==> config.mk <==
export PLATFORM = sky130hd
export DESIGN_NAME = stereo_mastering_chain_top
export DESIGN_NICKNAME = d
export VERILOG_FILES = /design/src/hw/rtl/smc_pkg.sv /design/src/hw/rtl/stereo_mastering_chain_top.sv
export SDC_FILE = /design/constraint.sdc
export NUM_CORES = 2
export LEC_CHECK = 0
export BUFFER_PORTS_ARGS = -buffer_cell sky130_fd_sc_hd__buf_2
export CAP_MARGIN = 25
export CELL_PAD_IN_SITES_DETAIL_PLACEMENT = 0
export CELL_PAD_IN_SITES_GLOBAL_PLACEMENT = 1
export CORE_MARGIN = 1.5
export CORE_UTILIZATION = 52
export CTS_CLUSTER_SIZE = 8
export DETAILED_ROUTE_END_ITERATION = 6
export PLACE_DENSITY_LB_ADDON = 0.1
export SYNTH_ARGS = -nofsm -noshare
export SYNTH_HDL_FRONTEND = slang
export SYNTH_SLANG_ARGS = --single-unit
==> constraint.sdc <==
create_clock -name clk -period 18.9 [get_ports clk]
set_input_delay 0.945 -clock clk [delete_from_list [all_inputs] [get_ports clk]]
set_output_delay 0.945 -clock clk [all_outputs]
set_load 0.02 [all_outputs]
==> src/hw/rtl/smc_pkg.sv <==
// shared types, constants and fixed-point helpers for the stereo mastering chain
package smc_pkg;

	typedef struct packed {
		logic signed [15:0] left_in;
		logic signed [15:0] right_in;
	} smc_in_t;

	typedef struct packed {
		logic signed [15:0] left_out;
		logic signed [15:0] right_out;
	} smc_out_t;

	localparam int CfgIdxW = 2;
	localparam int CfgDataW = 24;
	localparam logic [CfgIdxW-1:0] REG_LOW_ALPHA = 2'd0;
	localparam logic [CfgIdxW-1:0] REG_HIGH_ALPHA = 2'd1;
	localparam logic [CfgIdxW-1:0] REG_BYPASS = 2'd2;

	localparam logic [23:0] LOW_ALPHA_RST = 24'd838847;
	localparam logic [23:0] HIGH_ALPHA_RST = 24'd11707829;

	// unsigned coefficients, 24 fraction bits
	localparam logic [24:0] K_POLE = 25'd16693330;
	localparam logic [24:0] K_LOW = 25'd754975;
	localparam logic [24:0] K_HIGH = 25'd838861;
	localparam logic [24:0] K_HALF = 25'd8388608;
	localparam logic [24:0] K_SIDE = 25'd8682209;
	localparam logic [24:0] K_GAIN = 25'd17951621;
	localparam logic [24:0] K_KNEE = 25'd1426063;

	localparam int Sfrac = 27;
	localparam logic [26:0] S_CLIP = 27'd132204462;

	function automatic logic signed [31:0] sat32(input logic signed [35:0] v);
		logic signed [31:0] r;
		if (v > 36'sh07FFFFFFF) begin
			r = 32'sh7FFFFFFF;
		end else if (v < -36'sh080000000) begin
			r = 32'sh80000000;
		end else begin
			r = v[31:0];
		end
		return r;
	endfunction

	// (a * k) >> 24, rounded half away from zero, saturated to 32 bits
	function automatic logic signed [31:0] mulq(input logic signed [33:0] a,
		input logic [24:0] k);
		logic [33:0] mag;
		logic [58:0] p;
		logic [34:0] r;
		logic signed [31:0] res;
		mag = a[33] ? (~$unsigned(a)) + 34'd1 : $unsigned(a);
		p = 59'(mag) * 59'(k);
		r = 35'((p + 59'd8388608) >> 24);
		if (!a[33]) begin
			res = (r >= 35'h07FFFFFFF) ? 32'sh7FFFFFFF : $signed(r[31:0]);
		end else begin
			res = (r >= 35'h080000000) ? 32'sh80000000 : $signed(~r[31:0] + 32'd1);
		end
		return res;
	endfunction

endpackage

==> src/hw/rtl/stereo_mastering_chain_top.sv <==
// stereo mastering chain: dc blocker, shelf eq, widener, soft clip on one shared multiplier
// in bypass a pair goes straight to the output stage; otherwise the 27-step restoring
// divider of the soft peak curve, run once per channel, dominates the time from input
// transfer to output valid, and a channel above the knee limit skips it
// one pair in flight at a time; a finished pair waits in ST_PUSH while the output stalls
// arst_n clears the filter state, the sequencer and the config registers to their defaults
module stereo_mastering_chain_top (
	input  logic                           clk,
	input  logic                           arst_n,
	input  logic                           in_valid,
	output logic                           in_ready,
	input  smc_pkg::smc_in_t               in_data,
	output logic                           out_valid,
	input  logic                           out_ready,
	output smc_pkg::smc_out_t              out_data,
	input  logic                           cfg_we,
	input  logic [smc_pkg::CfgIdxW-1:0]    cfg_addr,
	input  logic [smc_pkg::CfgDataW-1:0]   cfg_data
);
	import smc_pkg::*;

	localparam logic [4:0] ST_IDLE = 5'd0;
	localparam logic [4:0] ST_POLE = 5'd1;
	localparam logic [4:0] ST_DC   = 5'd2;
	localparam logic [4:0] ST_LB   = 5'd3;
	localparam logic [4:0] ST_LBW  = 5'd4;
	localparam logic [4:0] ST_HLW  = 5'd5;
	localparam logic [4:0] ST_Y1   = 5'd6;
	localparam logic [4:0] ST_Y2   = 5'd7;
	localparam logic [4:0] ST_MID  = 5'd8;
	localparam logic [4:0] ST_SIDE = 5'd9;
	localparam logic [4:0] ST_MS   = 5'd10;
	localparam logic [4:0] ST_GAIN = 5'd11;
	localparam logic [4:0] ST_KNEE = 5'd12;
	localparam logic [4:0] ST_DIVI = 5'd13;
	localparam logic [4:0] ST_DIV  = 5'd14;
	localparam logic [4:0] ST_RND  = 5'd15;
	localparam logic [4:0] ST_OUT  = 5'd16;
	localparam logic [4:0] ST_PUSH = 5'd17;

	logic [4:0] state_q;
	logic [23:0] low_alpha_q, high_alpha_q;
	logic bypass_q;

	logic signed [31:0] dpi_q [2];
	logic signed [31:0] dpo_q [2];
	logic signed [31:0] lb_q [2];
	logic signed [31:0] hl_q [2];

	smc_in_t in_q;
	logic ch_q, oc_q;
	logic signed [31:0] dc_q, l_q, r_q, mid_q, v0_q, v1_q;
	logic signed [33:0] acc_q;
	logic signed [31:0] mul_q;
	logic [31:0] n_q;
	logic sign_q;
	logic [28:0] d_q;
	logic [29:0] rem_q;
	logic [28:0] quo_q;
	logic [4:0] cnt_q;
	logic [26:0] res_q;
	logic signed [15:0] res_l_q, res_r_q;
	logic out_valid_q;
	smc_out_t out_q;

	logic signed [33:0] mul_a;
	logic [24:0] mul_k;
	logic signed [31:0] x_c, dc_c, y_c, lbn_c, hln_c;
	logic [31:0] n_c;
	logic [28:0] d_c;
	logic [29:0] r2_c;
	logic ge_c;
	logic [28:0] qr_c;
	logic [42:0] t_c;
	logic [15:0] m_c;
	logic signed [15:0] s16_c;
	logic push;

	assign in_ready = (state_q == ST_IDLE);
	assign out_valid = out_valid_q;
	assign out_data = out_q;
	assign push = (state_q == ST_PUSH) && (!out_valid_q || out_ready);

	// operand select for the shared multiplier
	always_comb begin
		mul_a = '0;
		mul_k = '0;
		unique case (state_q)
			ST_POLE: begin
				mul_a = 34'(dpo_q[ch_q]);
				mul_k = K_POLE;
			end
			ST_LB: begin
				mul_a = 34'(dc_q) - 34'(lb_q[ch_q]);
				mul_k = 25'(low_alpha_q);
			end
			ST_LBW: begin
				mul_a = 34'(dc_q) - 34'(hl_q[ch_q]);
				mul_k = 25'(high_alpha_q);
			end
			ST_HLW: begin
				mul_a = 34'(lb_q[ch_q]);
				mul_k = K_LOW;
			end
			ST_Y1: begin
				mul_a = 34'(dc_q) - 34'(hl_q[ch_q]);
				mul_k = K_HIGH;
			end
			ST_MID: begin
				mul_a = 34'(l_q) + 34'(r_q);
				mul_k = K_HALF;
			end
			ST_SIDE: begin
				mul_a = 34'(l_q) - 34'(r_q);
				mul_k = K_SIDE;
			end
			ST_GAIN: begin
				mul_a = oc_q ? 34'(v1_q) : 34'(v0_q);
				mul_k = K_GAIN;
			end
			ST_KNEE: begin
				mul_a = $signed({2'b00, n_c});
				mul_k = K_KNEE;
			end
			default: begin
				mul_a = '0;
				mul_k = '0;
			end
		endcase
	end

	always_comb begin
		x_c = ch_q ? 32'({in_q.right_in, 12'b0}) : 32'({in_q.left_in, 12'b0});
		x_c = $signed(ch_q ? {{4{in_q.right_in[15]}}, in_q.right_in, 12'b0}
			: {{4{in_q.left_in[15]}}, in_q.left_in, 12'b0});
		dc_c = sat32(36'(x_c) - 36'(dpi_q[ch_q]) + 36'(mul_q));
		lbn_c = sat32(36'(lb_q[ch_q]) + 36'(mul_q));
		hln_c = sat32(36'(hl_q[ch_q]) + 36'(mul_q));
		y_c = sat32(36'(acc_q) + 36'(mul_q));
		n_c = mul_q[31] ? (~$unsigned(mul_q)) + 32'd1 : $unsigned(mul_q);
		d_c = 29'd134217728 + mul_q[28:0];
		r2_c = {rem_q[28:0], 1'b0};
		ge_c = r2_c >= {1'b0, d_q};
		qr_c = quo_q + 29'(ge_c);
		// scale by 32767 as a shift and subtract, round half up on magnitude
		t_c = ({16'b0, res_q} << 15) - 43'(res_q) + 43'd67108864;
		m_c = t_c[42:27];
		if (m_c > 16'd32767) begin
			m_c = 16'd32767;
		end
		s16_c = sign_q ? $signed(~m_c + 16'd1) : $signed(m_c);
	end

	always_ff @(posedge clk or negedge arst_n) begin
		if (!arst_n) begin
			low_alpha_q <= LOW_ALPHA_RST;
			high_alpha_q <= HIGH_ALPHA_RST;
			bypass_q <= 1'b0;
		end else if (cfg_we) begin
			case (cfg_addr)
				REG_LOW_ALPHA: low_alpha_q <= cfg_data;
				REG_HIGH_ALPHA: high_alpha_q <= cfg_data;
				REG_BYPASS: bypass_q <= cfg_data[0];
				default: ;
			endcase
		end
	end

	always_ff @(posedge clk or negedge arst_n) begin
		if (!arst_n) begin
			state_q <= ST_IDLE;
			out_valid_q <= 1'b0;
			ch_q <= 1'b0;
			oc_q <= 1'b0;
			cnt_q <= '0;
			for (int i = 0; i < 2; i++) begin
				dpi_q[i] <= '0;
				dpo_q[i] <= '0;
				lb_q[i] <= '0;
				hl_q[i] <= '0;
			end
		end else begin
			if (push) begin
				out_valid_q <= 1'b1;
			end else if (out_ready) begin
				out_valid_q <= 1'b0;
			end
			unique case (state_q)
				ST_IDLE: begin
					if (in_valid) begin
						ch_q <= 1'b0;
						oc_q <= 1'b0;
						state_q <= bypass_q ? ST_PUSH : ST_POLE;
					end
				end
				ST_POLE: state_q <= ST_DC;
				ST_DC: begin
					dpi_q[ch_q] <= x_c;
					dpo_q[ch_q] <= dc_c;
					state_q <= ST_LB;
				end
				ST_LB: state_q <= ST_LBW;
				ST_LBW: begin
					lb_q[ch_q] <= lbn_c;
					state_q <= ST_HLW;
				end
				ST_HLW: begin
					hl_q[ch_q] <= hln_c;
					state_q <= ST_Y1;
				end
				ST_Y1: state_q <= ST_Y2;
				ST_Y2: begin
					ch_q <= 1'b1;
					state_q <= ch_q ? ST_MID : ST_POLE;
				end
				ST_MID: state_q <= ST_SIDE;
				ST_SIDE: state_q <= ST_MS;
				ST_MS: state_q <= ST_GAIN;
				ST_GAIN: state_q <= ST_KNEE;
				ST_KNEE: state_q <= ST_DIVI;
				ST_DIVI: begin
					cnt_q <= 5'(Sfrac);
					state_q <= (n_q[31:28] != 4'd0) ? ST_OUT : ST_DIV;
				end
				ST_DIV: begin
					cnt_q <= cnt_q - 5'd1;
					if (cnt_q == 5'd1) begin
						state_q <= ST_RND;
					end
				end
				ST_RND: state_q <= ST_OUT;
				ST_OUT: begin
					oc_q <= 1'b1;
					state_q <= oc_q ? ST_PUSH : ST_GAIN;
				end
				ST_PUSH: begin
					if (push) begin
						state_q <= ST_IDLE;
					end
				end
				default: state_q <= ST_IDLE;
			endcase
		end
	end

	// datapath registers
	always_ff @(posedge clk) begin
		mul_q <= mulq(mul_a, mul_k);
		if (in_valid && in_ready) begin
			in_q <= in_data;
			res_l_q <= in_data.left_in;
			res_r_q <= in_data.right_in;
		end
		case (state_q)
			ST_DC: dc_q <= dc_c;
			ST_Y1: acc_q <= 34'(dc_q) + 34'(mul_q);
			ST_Y2: begin
				if (ch_q) begin
					r_q <= y_c;
				end else begin
					l_q <= y_c;
				end
			end
			ST_SIDE: mid_q <= mul_q;
			ST_MS: begin
				v0_q <= sat32(36'(mid_q) + 36'(mul_q));
				v1_q <= sat32(36'(mid_q) - 36'(mul_q));
			end
			ST_KNEE: begin
				n_q <= n_c;
				sign_q <= mul_q[31];
			end
			ST_DIVI: begin
				d_q <= d_c;
				res_q <= S_CLIP;
				if ({1'b0, n_q[27:0]} >= d_c) begin
					quo_q <= 29'd1;
					rem_q <= 30'({1'b0, n_q[27:0]} - d_c);
				end else begin
					quo_q <= 29'd0;
					rem_q <= 30'(n_q[27:0]);
				end
			end
			ST_DIV: begin
				quo_q <= {quo_q[27:0], ge_c};
				rem_q <= ge_c ? r2_c - {1'b0, d_q} : r2_c;
			end
			ST_RND: res_q <= (qr_c > 29'(S_CLIP)) ? S_CLIP : qr_c[26:0];
			ST_OUT: begin
				if (oc_q) begin
					res_r_q <= s16_c;
				end else begin
					res_l_q <= s16_c;
				end
			end
			default: ;
		endcase
		if (push) begin
			out_q.left_out <= res_l_q;
			out_q.right_out <= res_r_q;
		end
	end

	// a pair in bypass goes straight to the output stage
	a_bypass_path: assert property (@(posedge clk) disable iff (!arst_n)
		in_valid && in_ready && bypass_q |=> state_q == ST_PUSH)
		else $error("bypass transfer did not go to output stage");

	// a finished pair is held while the output register is full and stalled
	a_push_hold: assert property (@(posedge clk) disable iff (!arst_n)
		state_q == ST_PUSH && out_valid_q && !out_ready |=> state_q == ST_PUSH)
		else $error("finished pair dropped while output stalled");

	// divider counter never runs out inside the iteration state
	a_div_cnt: assert property (@(posedge clk) disable iff (!arst_n)
		state_q == ST_DIV |-> cnt_q != 5'd0)
		else $error("divider counter underflow");

	// the block takes no new pair right after a transfer
	a_busy: assert property (@(posedge clk) disable iff (!arst_n)
		in_valid && in_ready |=> !in_ready)
		else $error("input taken while busy");

endmodule

==> results.md <==
- Via density: between 6 and 7
- Worst-Skew Late Latency: approximately 750 ps
- Final period utilization: 0.915
- HPWL after DPL: 240000 um
- IO Pins: 97
- CP max FO: 30
- CTS H-tree lvls: 3
- DRT Pass-1 Iters: 6
- Simple-Gate Fraction of Synth Area: 0.149
- Post-synth top flop: edfxtp_1
- Layout overhead on the synthesized area: 8.62%
- Vias in the first global route: 69400
- Final Max Slew Viols: 0
- Start of the worst register-to-register path: state_q[2]$_DFFE_PN0P_
- RSZ-0062 raised after global routing: false
- Std-Cell Rows: between 100 and 150
- Crit path capture: mul_q[21]$_DFF_P_
- Least-Margin Pin Slew: approximately 1300 ps
- CTS clk-pin slew, worst paths: roughly 60 ps
- Final hold viol count: 0
- F_max: just under 60 MHz
- Dpl cells: ~11000
- R2R depth: 51
- Post-synth EDFFs: about 440
- CP Launch Type: register
- Post-synthesis register bit count: slightly below 800
- Iteration-0 DRC Markers: roughly 6500
- Max cap viols: 0
- Synthesized area: 82600 um^2
- Initial core utilization: 0.523
- XOR/XNOR Fraction of Synth Area: 0.0467
- Fin cells: 11200
- Initial antenna violation count: 15
- Commonest non-fill, non-tap cell in the layout: inv_1
- Max incr delay on CP: between 800 and 900 ps
- Max stage delay cell, worst path: nor4bb_1
- Fin Setup TNS: 0 ps
- GRT Residual Overflow: 0
- Worst min path class: in2async
- Die Height: approximately 400 um
- Share of cells above drive strength 1: 0.0909
- Die X: roughly 400 um
- Flop-to-flop setup slack: about 1600 ps
- Compound-Gate Fraction of Synth Area: 0.136
- Critical Path RT: 19510 ps
- Nets: between 10000 and 15000
- WL/cell: about 28 um
- CORE AREA: roughly 160000 um^2
- Post-CTS setup buffer count: 0
- Top cells by area, synth: fa_1 18%, edfxtp_1 16%, ha_1 9.5%
- Routed WL: slightly above 300000 um
- Leading area contributor after synthesis: fa_1
- DR DRC count: 0
- Clock Tree Buf Depth: 3
- Mux cell area share after synthesis: 0.0527
- Ys Warns: 0
- Largest family of logic cells by synthesized area: adder cells
- Run status: finished clean
- Fillers: roughly 14000
- Most frequent cells in the layout: 1154 x inv_1, 971 x nand2_1, 763 x fa_1, 647 x nor2_1, 625 x ha_1
- Post-route ant nets: 0
- Kind of critical path: reg2reg
- Post-synth ARST share: 0.364
- Vias after detailed routing: about 69000
- CTS sink cnt: between 700 and 800
- Post-synthesis adder-cell area fraction: 0.284
- Mean area per synthesized cell: between 9 and 10 um^2
- Cts hold-fix bufs: 0
- Crit end category: register
- Setup Skew: around 67 ps
- GPL Wtd Cong: 1.00
- Die area: between 150000 and 200000 um^2
- Setup crit start: state_q[2]$_DFFE_PN0P_
- Clk root buf: clkbuf_16
- TritonCTS buffer count: approximately 110
- DP Area: roughly 86000 um^2
- Max transition margin: 0.154
- First-pass GRT wire length: 456000 um
- Total track usage: 0.383
- Post-Layout Inst Area: between 80000 and 90000 um^2
- Final setup fails: 0
- Port bufs: 96
- Top cell type's share of synthesized area: 0.185
- Pin count of the biggest net entering global routing: just over 100
- Post-synthesis sequential area ratio: 0.261
- Synth Instances: around 9000
- WP data arrival: ~18000 ps
- Post-CTS Resized: 0
- Tmin final: ~17000 ps
- Worst path most repeated cell: fa_1
- R2R Path End: mul_q[21]$_DFF_P_
- Distinct cell type count after synthesis: roughly 100
- CTS tree: built
==> per-layer routing <==
metal | vias up | part of all wire | global-route usage
met2 | 3102 | 0.46 | 0.621
met4 | 6 | 0.062 | 0.212
met3 | 767 | 0.085 | 0.0701
met5 | - | 0.00012 | 0
li1 | 30600 | - | -
met1 | 34700 | 0.39 | 0.483
==> registers in the layout, indices dropped and copies added (netlist names), 33 cells and up <==
signal  count
lb_q       64
acc_q      33
hl_q       64
dpo_q      64
==> cells by family (layout without fill, tap and decap cells) <==
family,Yosys count,after routing
mux,405,405
other cells,2,31
xor+xnor,440,440
fa+ha+maj,1426,1426
compound gates,1732,1732
buf+inv,1534,1675
simple gates,2649,2649
flops,786,786
==> stage by stage <==
stage	utilization	hold WS [ps]	setup slack, ps
CTS	0.567	285	1540
finish	0.568	229	1610
detailed placement	0.547	409	1620
floorplan	-	400	1570
global placement	0.546	403	1970
global route	0.568	300	511
==> how the worst min path moves through the flow <==
| stage | start | to | slack, ps | depth (start not counted) |
|---|---|---|---|---|
| 2_1_floorplan | res_l_q[2]$_DFF_P_ | out_data[18]$_DFFE_PP_ | 400 | 0 |
| 3_3_place_gp | res_l_q[9]$_DFF_P_ | out_data[25]$_DFFE_PP_ | 400 | 0 |
| 3_5_place_dp | res_r_q[9]$_DFF_P_ | out_data[9]$_DFFE_PP_ | 410 | 0 |
| 4_1_cts | arst_n | dpi_q[44]$_DFFE_PN0P_ | 290 | 1 |
| 5_1_grt | arst_n | dpi_q[44]$_DFFE_PN0P_ | 300 | 1 |
| 6_report | arst_n | dpi_q[44]$_DFFE_PN0P_ | 230 | 1 |
==> synthesized netlist by cell type (all sizes together), types with 240 or more instances <==
master	instances
fa	763
ha	625
dfrtp	260
xnor2	306
o21ai	388
nand2	974
clkbuf	346
a21oi	478
nor2	659
edfxtp	436
mux2	240
inv	1157
==> critical path: cells and delay by family, from the launching register on <==
kind | cells | cell delay [ps]
flops | 1 | 360
fa+ha+maj | 9 | 4250
simple gates | 15 | 5940
compound gates | 16 | 4550
xor+xnor | 2 | 290
mux | 1 | 200
buf+inv | 8 | 1550
==> final cells by class <==
type | count | area, um^2 | share of cell area
sequential | 786 | 21600 | 0.240
clock buffer | 198 | 3110 | 0.0347
antenna | 5 | 12.5 | 0.000139
multi-input combinational | 6678 | 55800 | 0.621
inverter | 1158 | 4350 | 0.0484
timing repair buffer | 313 | 2200 | 0.0245
tap | 2072 | 2590 | 0.0289
clock inverter | 6 | 136 | 0.00152
Power is left out: the tool's default activity adds up to more than one toggle a clock period on the data nets, which glitch-free logic cannot reach.
